File: config.mk
export PLATFORM = sky130hd
export DESIGN_NAME = locked_lru_frame_cache_top_flat
export DESIGN_NICKNAME = d
export VERILOG_FILES = /design/src/hw/rtl/lfc_pkg.sv /design/src/hw/rtl/lfc_if.sv /design/src/hw/rtl/lfc_tag_ram.sv /design/src/hw/rtl/lfc_scan.sv /design/src/hw/rtl/locked_lru_frame_cache_top.sv /design/src/flat_wrapper.sv
export VERILOG_INCLUDE_DIRS = /design/src /design/src/hw/rtl
export SDC_FILE = /design/constraint.sdc
export NUM_CORES = 1
export LEC_CHECK = 0
export BUFFER_PORTS_ARGS = -buffer_cell sky130_fd_sc_hd__clkbuf_2
export CAP_MARGIN = 20
export CORE_MARGIN = 2
export CORE_UTILIZATION = 65
export CTS_BUF_LIST = sky130_fd_sc_hd__clkbuf_4 sky130_fd_sc_hd__clkbuf_8
export CTS_CLUSTER_SIZE = 12
export DETAILED_ROUTE_END_ITERATION = 8
export HOLD_SLACK_MARGIN = 0.1
export PLACE_DENSITY = 0.81
export SYNTH_ARGS = -nofsm -noshare
export SYNTH_HDL_FRONTEND = slang
export SYNTH_SLANG_ARGS = --single-unit
File: constraint.sdc
create_clock -name i_clk -period 7.6 [get_ports i_clk]
set_input_delay 2.28 -clock i_clk [delete_from_list [all_inputs] [get_ports i_clk]]
set_output_delay 2.28 -clock i_clk [all_outputs]
set_load 0.05 [all_outputs]
File: src/hw/rtl/assert_macros.svh
// assertion helpers for the rtl
`ifndef ASSERT_MACROS_SVH
`define ASSERT_MACROS_SVH

`ifndef SYNTHESIS
// property must hold at every rising clock edge outside reset
`define ASSERT_PROP(label, clk, rst_n, prop) \
    label: assert property (@(posedge clk) disable iff (!rst_n) prop) \
        else $error("assertion failed");
// condition must never be true outside reset
`define ASSERT_NEVER(label, clk, rst_n, cond) \
    label: assert property (@(posedge clk) disable iff (!rst_n) !(cond)) \
        else $error("forbidden condition seen");
`else
`define ASSERT_PROP(label, clk, rst_n, prop)
`define ASSERT_NEVER(label, clk, rst_n, cond)
`endif

`endif

File: src/hw/rtl/lfc_pkg.sv
`default_nettype none
package lfc_pkg;

    localparam int NUM_SLOTS = 8;
    localparam int PIN_BITS  = 8;
    localparam int IDX_W     = (NUM_SLOTS > 1) ? $clog2(NUM_SLOTS) : 1;
    localparam int CNT_W     = $clog2(NUM_SLOTS + 1);
    localparam int TAG_W     = 32;
    localparam int TIME_W    = 32;

    typedef logic [IDX_W-1:0]    t_idx;
    typedef logic [CNT_W-1:0]    t_cnt;
    typedef logic [PIN_BITS-1:0] t_pin;
    typedef logic [TAG_W-1:0]    t_tag;
    typedef logic [TIME_W-1:0]   t_time;

    // one tag store entry
    typedef struct packed {
        t_tag  tag;
        t_time last_use;
    } t_entry;

    // control from the sequencer to the scan tracker
    typedef struct packed {
        logic start;
        logic rd_vld;
        t_idx slot;
        logic slot_valid;
        logic slot_pinned;
    } t_scan_ctl;

    // outcome of a full scan
    typedef struct packed {
        logic hit;
        t_idx hit_slot;
        logic found;
        t_idx best;
    } t_scan_res;

    // actions
    localparam logic [1:0] ACT_GET        = 2'd0;
    localparam logic [1:0] ACT_UNLOCK     = 2'd1;
    localparam logic [1:0] ACT_UNLOCK_ALL = 2'd2;
    localparam logic [1:0] ACT_PURGE      = 2'd3;

    // status codes
    localparam logic [2:0] ST_HIT        = 3'd0;
    localparam logic [2:0] ST_MISS       = 3'd1;
    localparam logic [2:0] ST_ALL_PINNED = 3'd2;
    localparam logic [2:0] ST_DONE       = 3'd3;
    localparam logic [2:0] ST_UNDERFLOW  = 3'd4;

    localparam t_pin PIN_MAX = {PIN_BITS{1'b1}};

    // low three bits of a slot index
    function automatic logic [2:0] idx_to_rs(input t_idx idx);
        logic [IDX_W+2:0] w;
        w = {3'b000, idx};
        return w[2:0];
    endfunction

    // slot field to slot index, valid only when in range
    function automatic t_idx slot_to_idx(input logic [2:0] s);
        logic [IDX_W+2:0] w;
        w = {{IDX_W{1'b0}}, s};
        return w[IDX_W-1:0];
    endfunction

    function automatic logic slot_in_range(input logic [2:0] s);
        return int'(s) < NUM_SLOTS;
    endfunction

endpackage
`default_nettype wire

File: src/hw/rtl/lfc_if.sv
`default_nettype none
// request channel
interface lfc_req_if;
    logic        valid;
    logic        ready;
    logic [1:0]  action;
    logic [31:0] frame_number;
    logic [2:0]  slot;

    modport source (output valid, action, frame_number, slot, input ready);
    modport sink   (input valid, action, frame_number, slot, output ready);
endinterface

// response channel
interface lfc_rsp_if;
    logic       valid;
    logic       ready;
    logic [2:0] status;
    logic [2:0] result_slot;

    modport source (output valid, status, result_slot, input ready);
    modport sink   (input valid, status, result_slot, output ready);
endinterface
`default_nettype wire

File: src/hw/rtl/lfc_tag_ram.sv
`default_nettype none
module lfc_tag_ram import lfc_pkg::*; (
    input  logic   i_clk,
    input  logic   i_rd_en,
    input  t_idx   i_rd_addr,
    output t_entry o_rd_data,
    input  logic   i_wr_en,
    input  t_idx   i_wr_addr,
    input  t_entry i_wr_data
);

    t_entry r_mem [NUM_SLOTS];
    t_entry r_rd_data;

    // write port
    always_ff @(posedge i_clk) begin
        if (i_wr_en) begin
            r_mem[i_wr_addr] <= i_wr_data;
        end
    end

    // registered read port
    always_ff @(posedge i_clk) begin
        if (i_rd_en) begin
            r_rd_data <= r_mem[i_rd_addr];
        end
    end

    assign o_rd_data = r_rd_data;

endmodule
`default_nettype wire

File: src/hw/rtl/lfc_scan.sv
`default_nettype none
module lfc_scan import lfc_pkg::*; (
    input  logic      i_clk,
    input  logic      i_rst_n,
    input  t_scan_ctl i_ctl,
    input  t_tag      i_frame,
    input  t_time     i_use_cnt,
    input  t_entry    i_entry,
    output t_scan_res o_res
);

    logic  r_hit, n_hit;
    t_idx  r_hit_slot, n_hit_slot;
    logic  r_found, n_found;
    logic  r_found_empty, n_found_empty;
    t_idx  r_best, n_best;
    t_time r_best_age, n_best_age;
    t_time age;

    assign age = i_use_cnt - i_entry.last_use;

    // fold one slot per cycle into the match and victim trackers
    always_comb begin
        n_hit         = r_hit;
        n_hit_slot    = r_hit_slot;
        n_found       = r_found;
        n_found_empty = r_found_empty;
        n_best        = r_best;
        n_best_age    = r_best_age;
        if (i_ctl.start) begin
            n_hit         = 1'b0;
            n_found       = 1'b0;
            n_found_empty = 1'b0;
        end else if (i_ctl.rd_vld) begin
            if (i_ctl.slot_valid && i_entry.tag == i_frame && !r_hit) begin
                n_hit      = 1'b1;
                n_hit_slot = i_ctl.slot;
            end
            if (!i_ctl.slot_pinned) begin
                if (!i_ctl.slot_valid) begin
                    if (!r_found_empty) begin
                        n_found_empty = 1'b1;
                        n_found       = 1'b1;
                        n_best        = i_ctl.slot;
                    end
                end else if (!r_found_empty && (!r_found || age > r_best_age)) begin
                    n_found    = 1'b1;
                    n_best     = i_ctl.slot;
                    n_best_age = age;
                end
            end
        end
    end

    // tracker flags
    always_ff @(posedge i_clk) begin
        if (!i_rst_n) begin
            r_hit         <= 1'b0;
            r_found       <= 1'b0;
            r_found_empty <= 1'b0;
        end else begin
            r_hit         <= n_hit;
            r_found       <= n_found;
            r_found_empty <= n_found_empty;
        end
    end

    // tracker payload
    always_ff @(posedge i_clk) begin
        r_hit_slot <= n_hit_slot;
        r_best     <= n_best;
        r_best_age <= n_best_age;
    end

    assign o_res.hit      = r_hit;
    assign o_res.hit_slot = r_hit_slot;
    assign o_res.found    = r_found;
    assign o_res.best     = r_best;

endmodule
`default_nettype wire

File: src/hw/rtl/locked_lru_frame_cache_top.sv
// locked lru frame cache
// requests arrive on i_req (action, frame_number, slot) and each one gives
// exactly one response on o_rsp (status, result_slot), in request order.
// a get reads the tag store one slot per cycle through its single read port,
// tracking the matching slot and a victim as data returns: the lowest empty
// unpinned slot, else the oldest unpinned one. a get responds once this
// slot-serial scan has finished; unlock, unlock all and purge need no scan.
// one request is in flight at a time: a new request is taken only after the
// previous one has moved its response into the output register.
// the response sits in an output register: a new request is taken while it
// waits, but that request only commits its state change when the output
// register is free, so a stalled receiver holds the cache state as is.
// reset (synchronous, i_rst_n low) clears all valid bits, pin counts and the
// use counter; tag and time entries need no clearing, so requests are taken
// in the first cycle after reset.
`default_nettype none
`include "assert_macros.svh"
module locked_lru_frame_cache_top import lfc_pkg::*; (
    input logic       i_clk,
    input logic       i_rst_n,
    lfc_req_if.sink   i_req,
    lfc_rsp_if.source o_rsp
);

    localparam logic [1:0] S_IDLE   = 2'd0;
    localparam logic [1:0] S_SCAN   = 2'd1;
    localparam logic [1:0] S_FINISH = 2'd2;

    logic [1:0]     r_state, n_state;
    logic [1:0]     r_act;
    t_tag           r_frame;
    logic [2:0]     r_slot;
    t_cnt           r_rd_idx, n_rd_idx;
    logic           r_rd_vld;
    t_idx           r_rd_slot;
    logic [NUM_SLOTS-1:0] r_valid, n_valid;
    t_pin           r_pin [NUM_SLOTS];
    t_pin           n_pin [NUM_SLOTS];
    t_time          r_use_cnt;
    logic           r_out_valid;
    logic [2:0]     r_out_status;
    logic [2:0]     r_out_rs;

    logic           in_fire;
    logic           rd_en;
    logic           fin_fire;
    logic           fin_commit;
    logic [2:0]     fin_status;
    logic [2:0]     fin_rs;
    t_idx           fin_idx;
    t_idx           unl_idx;
    logic           unl_ok;
    logic [NUM_SLOTS-1:0] pin_nz;
    t_entry         rd_data;
    t_entry         wr_data;
    t_scan_ctl      scan_ctl;
    t_scan_res      scan_res;

    assign i_req.ready = (r_state == S_IDLE);
    assign in_fire     = i_req.valid && i_req.ready;
    assign rd_en       = (r_state == S_SCAN) && (r_rd_idx < t_cnt'(NUM_SLOTS));
    assign fin_fire    = (r_state == S_FINISH) && (!r_out_valid || o_rsp.ready);

    // sequencer
    always_comb begin
        n_state  = r_state;
        n_rd_idx = r_rd_idx;
        unique case (r_state)
            S_IDLE: begin
                if (in_fire) begin
                    n_rd_idx = '0;
                    n_state  = (i_req.action == ACT_GET) ? S_SCAN : S_FINISH;
                end
            end
            S_SCAN: begin
                if (rd_en) begin
                    n_rd_idx = r_rd_idx + t_cnt'(1);
                end else if (r_rd_vld) begin
                    n_state = S_FINISH;
                end
            end
            S_FINISH: begin
                if (fin_fire) begin
                    n_state = S_IDLE;
                end
            end
            default: n_state = S_IDLE;
        endcase
    end

    always_ff @(posedge i_clk) begin
        if (!i_rst_n) begin
            r_state  <= S_IDLE;
            r_rd_idx <= '0;
            r_rd_vld <= 1'b0;
        end else begin
            r_state  <= n_state;
            r_rd_idx <= n_rd_idx;
            r_rd_vld <= rd_en;
        end
    end

    // request capture and read slot tracking
    always_ff @(posedge i_clk) begin
        if (in_fire) begin
            r_act   <= i_req.action;
            r_frame <= i_req.frame_number;
            r_slot  <= i_req.slot;
        end
        r_rd_slot <= r_rd_idx[IDX_W-1:0];
    end

    // tag and time store
    assign wr_data.tag      = r_frame;
    assign wr_data.last_use = r_use_cnt;

    lfc_tag_ram u_ram (
        .i_clk     (i_clk),
        .i_rd_en   (rd_en),
        .i_rd_addr (r_rd_idx[IDX_W-1:0]),
        .o_rd_data (rd_data),
        .i_wr_en   (fin_fire && fin_commit),
        .i_wr_addr (fin_idx),
        .i_wr_data (wr_data)
    );

    // scan tracker
    assign scan_ctl.start       = in_fire;
    assign scan_ctl.rd_vld      = r_rd_vld;
    assign scan_ctl.slot        = r_rd_slot;
    assign scan_ctl.slot_valid  = r_valid[r_rd_slot];
    assign scan_ctl.slot_pinned = (r_pin[r_rd_slot] != '0);

    lfc_scan u_scan (
        .i_clk     (i_clk),
        .i_rst_n   (i_rst_n),
        .i_ctl     (scan_ctl),
        .i_frame   (r_frame),
        .i_use_cnt (r_use_cnt),
        .i_entry   (rd_data),
        .o_res     (scan_res)
    );

    // outcome of the request
    assign unl_idx = slot_to_idx(r_slot);
    assign unl_ok  = slot_in_range(r_slot);

    always_comb begin
        fin_commit = 1'b0;
        fin_status = ST_DONE;
        fin_rs     = 3'd0;
        fin_idx    = scan_res.best;
        case (r_act)
            ACT_GET: begin
                if (scan_res.hit) begin
                    fin_commit = 1'b1;
                    fin_status = ST_HIT;
                    fin_idx    = scan_res.hit_slot;
                    fin_rs     = idx_to_rs(scan_res.hit_slot);
                end else if (scan_res.found) begin
                    fin_commit = 1'b1;
                    fin_status = ST_MISS;
                    fin_rs     = idx_to_rs(scan_res.best);
                end else begin
                    fin_status = ST_ALL_PINNED;
                end
            end
            ACT_UNLOCK: begin
                fin_rs = r_slot;
                if (unl_ok && r_pin[unl_idx] == '0) begin
                    fin_status = ST_UNDERFLOW;
                end
            end
            default: fin_status = ST_DONE;
        endcase
    end

    // valid bits and pin counts
    always_comb begin
        n_valid = r_valid;
        for (int i = 0; i < NUM_SLOTS; i++) begin
            n_pin[i] = r_pin[i];
            if (fin_fire) begin
                if (r_act == ACT_GET && fin_commit && fin_idx == t_idx'(i)) begin
                    n_valid[i] = 1'b1;
                    if (r_pin[i] != PIN_MAX) begin
                        n_pin[i] = r_pin[i] + t_pin'(1);
                    end
                end
                if (r_act == ACT_UNLOCK && unl_ok && unl_idx == t_idx'(i)
                        && r_pin[i] != '0) begin
                    n_pin[i] = r_pin[i] - t_pin'(1);
                end
                if (r_act == ACT_UNLOCK_ALL || r_act == ACT_PURGE) begin
                    n_pin[i] = '0;
                end
                if (r_act == ACT_PURGE) begin
                    n_valid[i] = 1'b0;
                end
            end
            pin_nz[i] = (r_pin[i] != '0);
        end
    end

    always_ff @(posedge i_clk) begin
        if (!i_rst_n) begin
            r_valid   <= '0;
            r_use_cnt <= '0;
            for (int i = 0; i < NUM_SLOTS; i++) begin
                r_pin[i] <= '0;
            end
        end else begin
            r_valid <= n_valid;
            for (int i = 0; i < NUM_SLOTS; i++) begin
                r_pin[i] <= n_pin[i];
            end
            if (fin_fire && fin_commit) begin
                r_use_cnt <= r_use_cnt + t_time'(1);
            end
        end
    end

    // output register
    always_ff @(posedge i_clk) begin
        if (!i_rst_n) begin
            r_out_valid <= 1'b0;
        end else if (fin_fire) begin
            r_out_valid <= 1'b1;
        end else if (o_rsp.ready) begin
            r_out_valid <= 1'b0;
        end
    end

    always_ff @(posedge i_clk) begin
        if (fin_fire) begin
            r_out_status <= fin_status;
            r_out_rs     <= fin_rs;
        end
    end

    assign o_rsp.valid       = r_out_valid;
    assign o_rsp.status      = r_out_status;
    assign o_rsp.result_slot = r_out_rs;

    // a transfer in always starts work
    `ASSERT_PROP(a_busy_after_req, i_clk, i_rst_n, in_fire |=> r_state != S_IDLE)
    // the read pipeline is drained before the result is committed
    `ASSERT_NEVER(a_scan_drained, i_clk, i_rst_n, r_state == S_FINISH && r_rd_vld)
    // the use counter moves only when a request commits
    `ASSERT_PROP(a_cnt_hold, i_clk, i_rst_n, !fin_fire |=> $stable(r_use_cnt))
    // a pinned slot is always a valid slot
    `ASSERT_NEVER(a_pin_valid, i_clk, i_rst_n, (pin_nz & ~r_valid) != '0)

endmodule
`default_nettype wire

File: src/flat_wrapper.sv
// flat-port wrapper written by rule: the top's interface ports become plain ports
module locked_lru_frame_cache_top_flat import lfc_pkg::*;
  (i_clk, i_rst_n, i_req_valid, i_req_action, i_req_frame_number, i_req_slot, i_req_ready, o_rsp_valid, o_rsp_status, o_rsp_result_slot, o_rsp_ready);
  lfc_req_if i_req_i ();
  lfc_rsp_if o_rsp_i ();
  input logic i_clk;
  input logic i_rst_n;
  input wire logic [$bits(i_req_i.valid)-1:0] i_req_valid;
  input wire logic [$bits(i_req_i.action)-1:0] i_req_action;
  input wire logic [$bits(i_req_i.frame_number)-1:0] i_req_frame_number;
  input wire logic [$bits(i_req_i.slot)-1:0] i_req_slot;
  output wire logic [$bits(i_req_i.ready)-1:0] i_req_ready;
  output wire logic [$bits(o_rsp_i.valid)-1:0] o_rsp_valid;
  output wire logic [$bits(o_rsp_i.status)-1:0] o_rsp_status;
  output wire logic [$bits(o_rsp_i.result_slot)-1:0] o_rsp_result_slot;
  input wire logic [$bits(o_rsp_i.ready)-1:0] o_rsp_ready;
  assign i_req_i.valid = i_req_valid;
  assign i_req_i.action = i_req_action;
  assign i_req_i.frame_number = i_req_frame_number;
  assign i_req_i.slot = i_req_slot;
  assign i_req_ready = i_req_i.ready;
  assign o_rsp_valid = o_rsp_i.valid;
  assign o_rsp_status = o_rsp_i.status;
  assign o_rsp_result_slot = o_rsp_i.result_slot;
  assign o_rsp_i.ready = o_rsp_ready;
  locked_lru_frame_cache_top u_core (.i_clk(i_clk), .i_rst_n(i_rst_n), .i_req(i_req_i), .o_rsp(o_rsp_i));
endmodule
* After elaboration in Yosys (flattened, before gate mapping)
Memories as Yosys holds them, arrays and structs flattened. A register that Yosys moved wholly into a read port is not among the register bits.
Index checks and enable logic that the tools add are counted.
Widths: inputs -> output; s select.
** Word-level totals
- Input port bits :: 41
- Flip-flop bits (word level) :: 135
- Bits in writable memories :: 576
- Memories kept :: 2
** Cells by class
- Muxes and demuxes :: 100
- $add $sub $neg :: 19
- Eq/ne operators :: 35
- Reduce and logical (&&, ||, !) cells :: 81
- $lt $le $gt $ge :: 3
- Bitwise logic cells :: 12
** Memories
- u_core.u_ram.r_mem :: words 8, bits a word 64, rd ports 1, clocked after memory_dff 1, wr ports 1, RTL line lfc_tag_ram.sv:12 : t_entry r_mem [NUM_SLOTS];
- u_core.r_pin :: words 8, bits a word 8, rd ports 10, clocked after memory_dff 2, wr ports 8, RTL line locked_lru_frame_cache_top.sv:37 : t_pin r_pin [NUM_SLOTS];
** Operator list (number)
- $mux 8 :: 48
- $reduce_bool 8->1 :: 9
- $add 8x1->8 const B :: 8
- $ne 8x8->1 const B :: 8
- $sub 8x1->8 const B :: 8
- $add 32x1->32 const B :: 1
- $eq 32x32->1 :: 1
- $gt 32x32->1 :: 1
- $logic_and 1x1->1 :: 32
- $sub 32x32->32 :: 1
- $mux 3 :: 10
- $mux 1 :: 29
- $eq 3x3->1 const B :: 8
- $reduce_bool 2->1 :: 10
- $reduce_and 2->1 :: 9
- $eq 3x2->1 const B :: 4
- $mux 2 :: 6
- $pmux 3 s2 :: 2
- $reduce_and 5->1 :: 2
- $reduce_and 3->1 :: 3
- $logic_not 8->1 :: 1
- $mux 4 :: 2
- $ne 2x1->1 const B :: 4
- $or 1x1->1 :: 8
- other kinds (17) :: 35

* Longest topological paths before layout
- Word-level depth :: 10
- Mapped depth :: 21

* Cells and area by module
From an unflattened synthesis, not the netlist that was laid out.
** Unflattened totals
- Cell total of the unflattened synthesis :: 2273
- Area, all modules :: 34368.0 sq um
** By module, submodules not included
- lfc_tag_ram :: times used 1, area an instance 21187.8 sq um, sequential area each 17296.6 sq um, cells an instance 816
- locked_lru_frame_cache_top :: times used 1, area an instance 9027.4 sq um, sequential area each 3653.5 sq um, cells an instance 989
- lfc_scan :: times used 1, area an instance 4152.7 sq um, sequential area each 1201.2 sq um, cells an instance 468

* Worst setup path before layout
OpenSTA, ideal clock, no wires.
- Path kind :: register -> register
- Start :: register u_core.r_use_cnt[0]
- End :: register u_core.u_scan.r_best_age[0] (enable)
- Buffers on the path :: 0
- Setup slack :: 1259 ps
- Period minus slack after synthesis :: 6341 ps
- Cell stages (with the launch flop) :: 21
- Data arrival time :: 5879 ps
- Data required time :: 7139 ps
- Path through :: dfxtp_1 -> inv_1 -> ha_1 -> inv_1 -> fa_1 -> a211oi_1 -> o21bai_1 -> a2111oi_2 -> a21oi_1 -> o21ai_0 -> nand2_1 -> a2111o_1 -> nand3_1 -> ha_1 -> nand4_1 -> nor2_1 -> nand3_1 -> or3_1 -> a21oi_1 -> o31ai_1 -> nor3_1
** Between the ends
- Cells in the longest elaborated chain, start to end :: 5
** RTL lines
- start: declaration :: RTL line locked_lru_frame_cache_top.sv:39 : t_time r_use_cnt;
- start signal: assignment :: RTL line locked_lru_frame_cache_top.sv:218 : r_use_cnt <= r_use_cnt + t_time'(1);
- $sub 32x32->32 :: RTL line lfc_scan.sv:20 : assign age = i_use_cnt - i_entry.last_use;
- via u_core.u_scan.age[24] :: RTL line lfc_scan.sv:18 : t_time age;
- $gt 32x32->1 :: RTL line lfc_scan.sv:46 : end else if (!r_found_empty && (!r_found || age > r_best_age)) begin
- $logic_or 1x1->1 :: RTL line lfc_scan.sv:46
- $logic_and 1x1->1 :: RTL line lfc_scan.sv:46
- $reduce_and 5->1 (no source line)
- end signal: assignment :: RTL line lfc_scan.sv:72 : r_best_age <= n_best_age;
- end: declaration :: RTL line lfc_scan.sv:17 : t_time r_best_age, n_best_age;
The timed path passes the listed nets, and every way through them passes these cells.
A chain may end at the register's enable or synchronous reset.

* Worst setup path in the final report
- Start :: register u_core.r_use_cnt[6]
- End :: register u_core.u_scan.r_best_age[31] (enable)
Same word-level chain as after synthesis.

==> impl_metrics.ini <==
[pwr]
swShare = 0.206
power_frac_seq = 0.555
peakVddDrop_mv = 0.188
power_per_cell_area_nw_per_um2 = 226
combPwrFrac = 0.022
p_leak_nw = 13.8
switchingPower_mw = 1.74
p_int_mw = 6.69
clockPowerShare = 0.423

[setup_path]
path_max_fanout = 32
crit_type = register to register
worstSetupEndpointType = register
cp_data_required_time_ns = 7.98
r2r_end = u_core.u_scan.r_best_age[31]
reg2regPathDepth = 18
rrSetupSlack_ns = 2.22
start_kind = register
reg2reg_from = u_core.r_use_cnt[6]
critPathArrivalTime_ns = 5.77

[clock_tree]
clock-sinks = 778
ctsResizeCount = 0
htree_levels = 3
clk_latency_ns = 0.72
cts.clk_slew.worst_paths_ns = 0.06
root_buffer = clkbuf_8
clock_path_buffers = 3
cts_buffers = 116
post_cts_buffers = 0
ctsHoldBuffers = 0
cts_tree = yes

[worst_hold_path]
min_path_type = register to register
min_to = u_core.r_valid[3]
hold_path_startpoint = u_core.r_valid[3]
hold_path_depth = 1

[grt]
gr-usage-all-layers = 0.259
grt_max_degree = 116
grt_first_pass_wirelength_um = 106000
overflow = 0
grt_pass1_vias = 19600
grt_antenna_before_repair = 1

[synthesis]
synth_area_leaders = edfxtp_1 (59%), mux4_2 (9.0%), dfxtp_1 (7.2%)
syn_nets = 2327
synth_seq_area_share = 0.658
yosys_register_bits = 778
synthCells = 2164
syn_area_um2 = 33700
ys_types = 71
ys_warn_count = 0
synth_area_leader_cell = edfxtp_1
synth-main-ff-cell = edfxtp_1
synthArstFlopShare = 0
synth_top_area_frac = 0.586
yosys-top-cells-count = edfxtp_1 (657), nor2_1 (157), mux4_2 (134)
synth_edf_count = 657
synthMostInstantiatedCell = edfxtp_1
syn_area_per_cell_um2 = 15.6

[timing]
relSlewSlack = 0.233
tns_ns = 0
finalClockSkew_ns = 0.0628
hold_viol = 0
period_share = 0.708
rsz0062_at_grt = no
slew_violations = 0
setup_violations = 0
worst_pin_slew_ns = 1.15
period_needed_ns = 5.38
max_freq_mhz = 186

[drt]
via_count = 19000
drt-vias-per-instance = 6.22
first_pass_iters = 5
drc = 0
ant_nets = 0
wl_um = 67400
wl_per_cell_um = 22.0
drt-initial-drc-count = 1611

[die]
rows = 83
start_util = 0.656
die-area_um2 = 53600
core_area_um2 = 51300
die_h_um = 232
io_pins = 49
die_x_um = 232

[final_layout]
nFillCells = 3059
finalNetCount = 2449
area_growth_pct = 10.8
fin_util = 0.727
drive_gt1_frac = 0.211

[run]
max_cap_viol_count = 0

[outcome]
outcome = finished clean

[place]
dp_hpwl_um = 40300
gp_congestion = 0.885
port_buffers = 48
==> area by class of cell <==
cell class                      instances  area [um^2]  area share
Clock buffer                          180         2210      0.0592
Multi-Input combinational cell       1238        11000       0.296
Sequential cell                       778        22200       0.594
Antenna cell                            1         2.50   0.0000671
Timing Repair Buffer                   70          455      0.0122
Clock inverter                         32          280     0.00751
Inverter                               82          308     0.00825
Tap cell                              680          851      0.0228
==> cells in the final DEF, fill, tap and decap left out, types with 14 or more instances in the layout <==
cell and instances:
mux2_2 64, nand4_1 35, nor2b_1 27, ha_1 113, nor4_1 28, inv_1 80
nand2_1 86, clkbuf_8 137, a21o_1 47, nor2_1 148, dfxtp_1 118, clkbuf_4 43
nand3_1 22, a21oi_1 110, buf_4 18, mux4_2 134, xnor2_1 77, nor3_1 46
or3_1 14, mux2i_1 15, a22oi_1 14, o21ai_0 33, xor2_1 48, edfxtp_1 657
o21a_1 21, clkbuf_2 48
==> power groups by stage <==
stage / logic (mW) / registers (mW) / clock network, mW
finish: 0.186 / 4.68 / 3.56
global placement: 0.181 / 4.76 / 0
detailed placement: 0.186 / 4.77 / 0
floorplan: 0.122 / 4.76 / 0
CTS: 0.187 / 4.68 / 3.61
global route: 0.202 / 4.68 / 3.78
==> how the worst max path moves through the flow <==
stage | from | endpoint | slack [ns] | depth (start not counted)
3_5_place_dp | u_core.r_use_cnt[0] | u_core.u_scan.r_best_age[25] | 2.36 | 21
2_1_floorplan | u_core.r_use_cnt[0] | u_core.u_scan.r_best_age[0] | 1.26 | 20
4_1_cts | u_core.r_use_cnt[0] | u_core.u_scan.r_best_age[17] | 2.25 | 21
5_1_grt | u_core.r_use_cnt[0] | u_core.u_scan.r_best_age[26] | 1.86 | 21
3_3_place_gp | u_core.r_use_cnt[0] | u_core.u_scan.r_best_age[22] | 2.40 | 21
6_report | u_core.r_use_cnt[6] | u_core.u_scan.r_best_age[31] | 2.22 | 18
==> registers in the layout (all words and copies together) (netlist names), 4 cells and up, named ones only <==
signal	flops
u_core.u_ram.r_mem	512
u_core.r_pin	64
u_core.u_ram.o_rd_data	64
u_core.r_frame	32
u_core.r_use_cnt	32
u_core.u_scan.r_best_age	32
u_core.r_valid	8
u_core.r_rd_idx	4
==> routing by layer <==
layer / GRT usage / vias to the layer above / wire length (um) / part of all wire
met3: 0.0440 / 131 / 3960 / 0.059
met2: 0.435 / 673 / 33600 / 0.50
li1: - / 8654 / - / -
met4: 0.0887 / 0 / 1870 / 0.028
met1: 0.346 / 9591 / 28000 / 0.42
met5: 0 / - / 0 / 0
==> through the flow <==
| step | hold WS (ns) | instance area [um^2] | power [mW] | instances | worst slack, ns |
|---|---|---|---|---|---|
| after CTS | 0.477 | 37300 | 8.47 | 3059 | 2.25 |
| final | 0.479 | 37300 | 8.43 | 3061 | 2.22 |
| after detailed placement | 0.462 | 34800 | 4.95 | 2847 | 2.36 |
| after global placement | 0.445 | 34800 | 4.95 | 2847 | 2.40 |
| after floorplan | 0.354 | 33700 | 4.88 | 2164 | 1.26 |
| after global routing | 0.495 | 37300 | 8.67 | 3061 | 1.86 |
==> cells by family after synthesis <==
| logic type | after synthesis | synth area share |
|---|---|---|
| muxes | 213 | 0.115 |
| and+or+nand+nor | 492 | 0.0751 |
| xor gates and xnor gates | 125 | 0.0325 |
| AOI/OAI and AO/OA | 286 | 0.0549 |
| adders and majority gates | 122 | 0.0473 |
| DFF | 778 | 0.658 |
| buffers and inverters | 148 | 0.0168 |
==> critical path, stage by stage (launching register included) <==
cell      delay (ns)
dfxtp_1         0.55
ha_1            0.36
a21oi_1         0.39
nand2_1         0.11
o21ai_0         0.38
nand4_1         0.21
a31oi_1         0.33
nand2_1         0.13
a21oi_1         0.26
o211ai_1        0.22
ha_1            0.34
nand4_1         0.08
nor2_1          0.13
nand3_1         0.11
or3_1           0.40
or4_1           0.53
o31ai_1         0.16
nor3_2          0.06
buf_4           0.29
(Power assumes the default switching activity.)
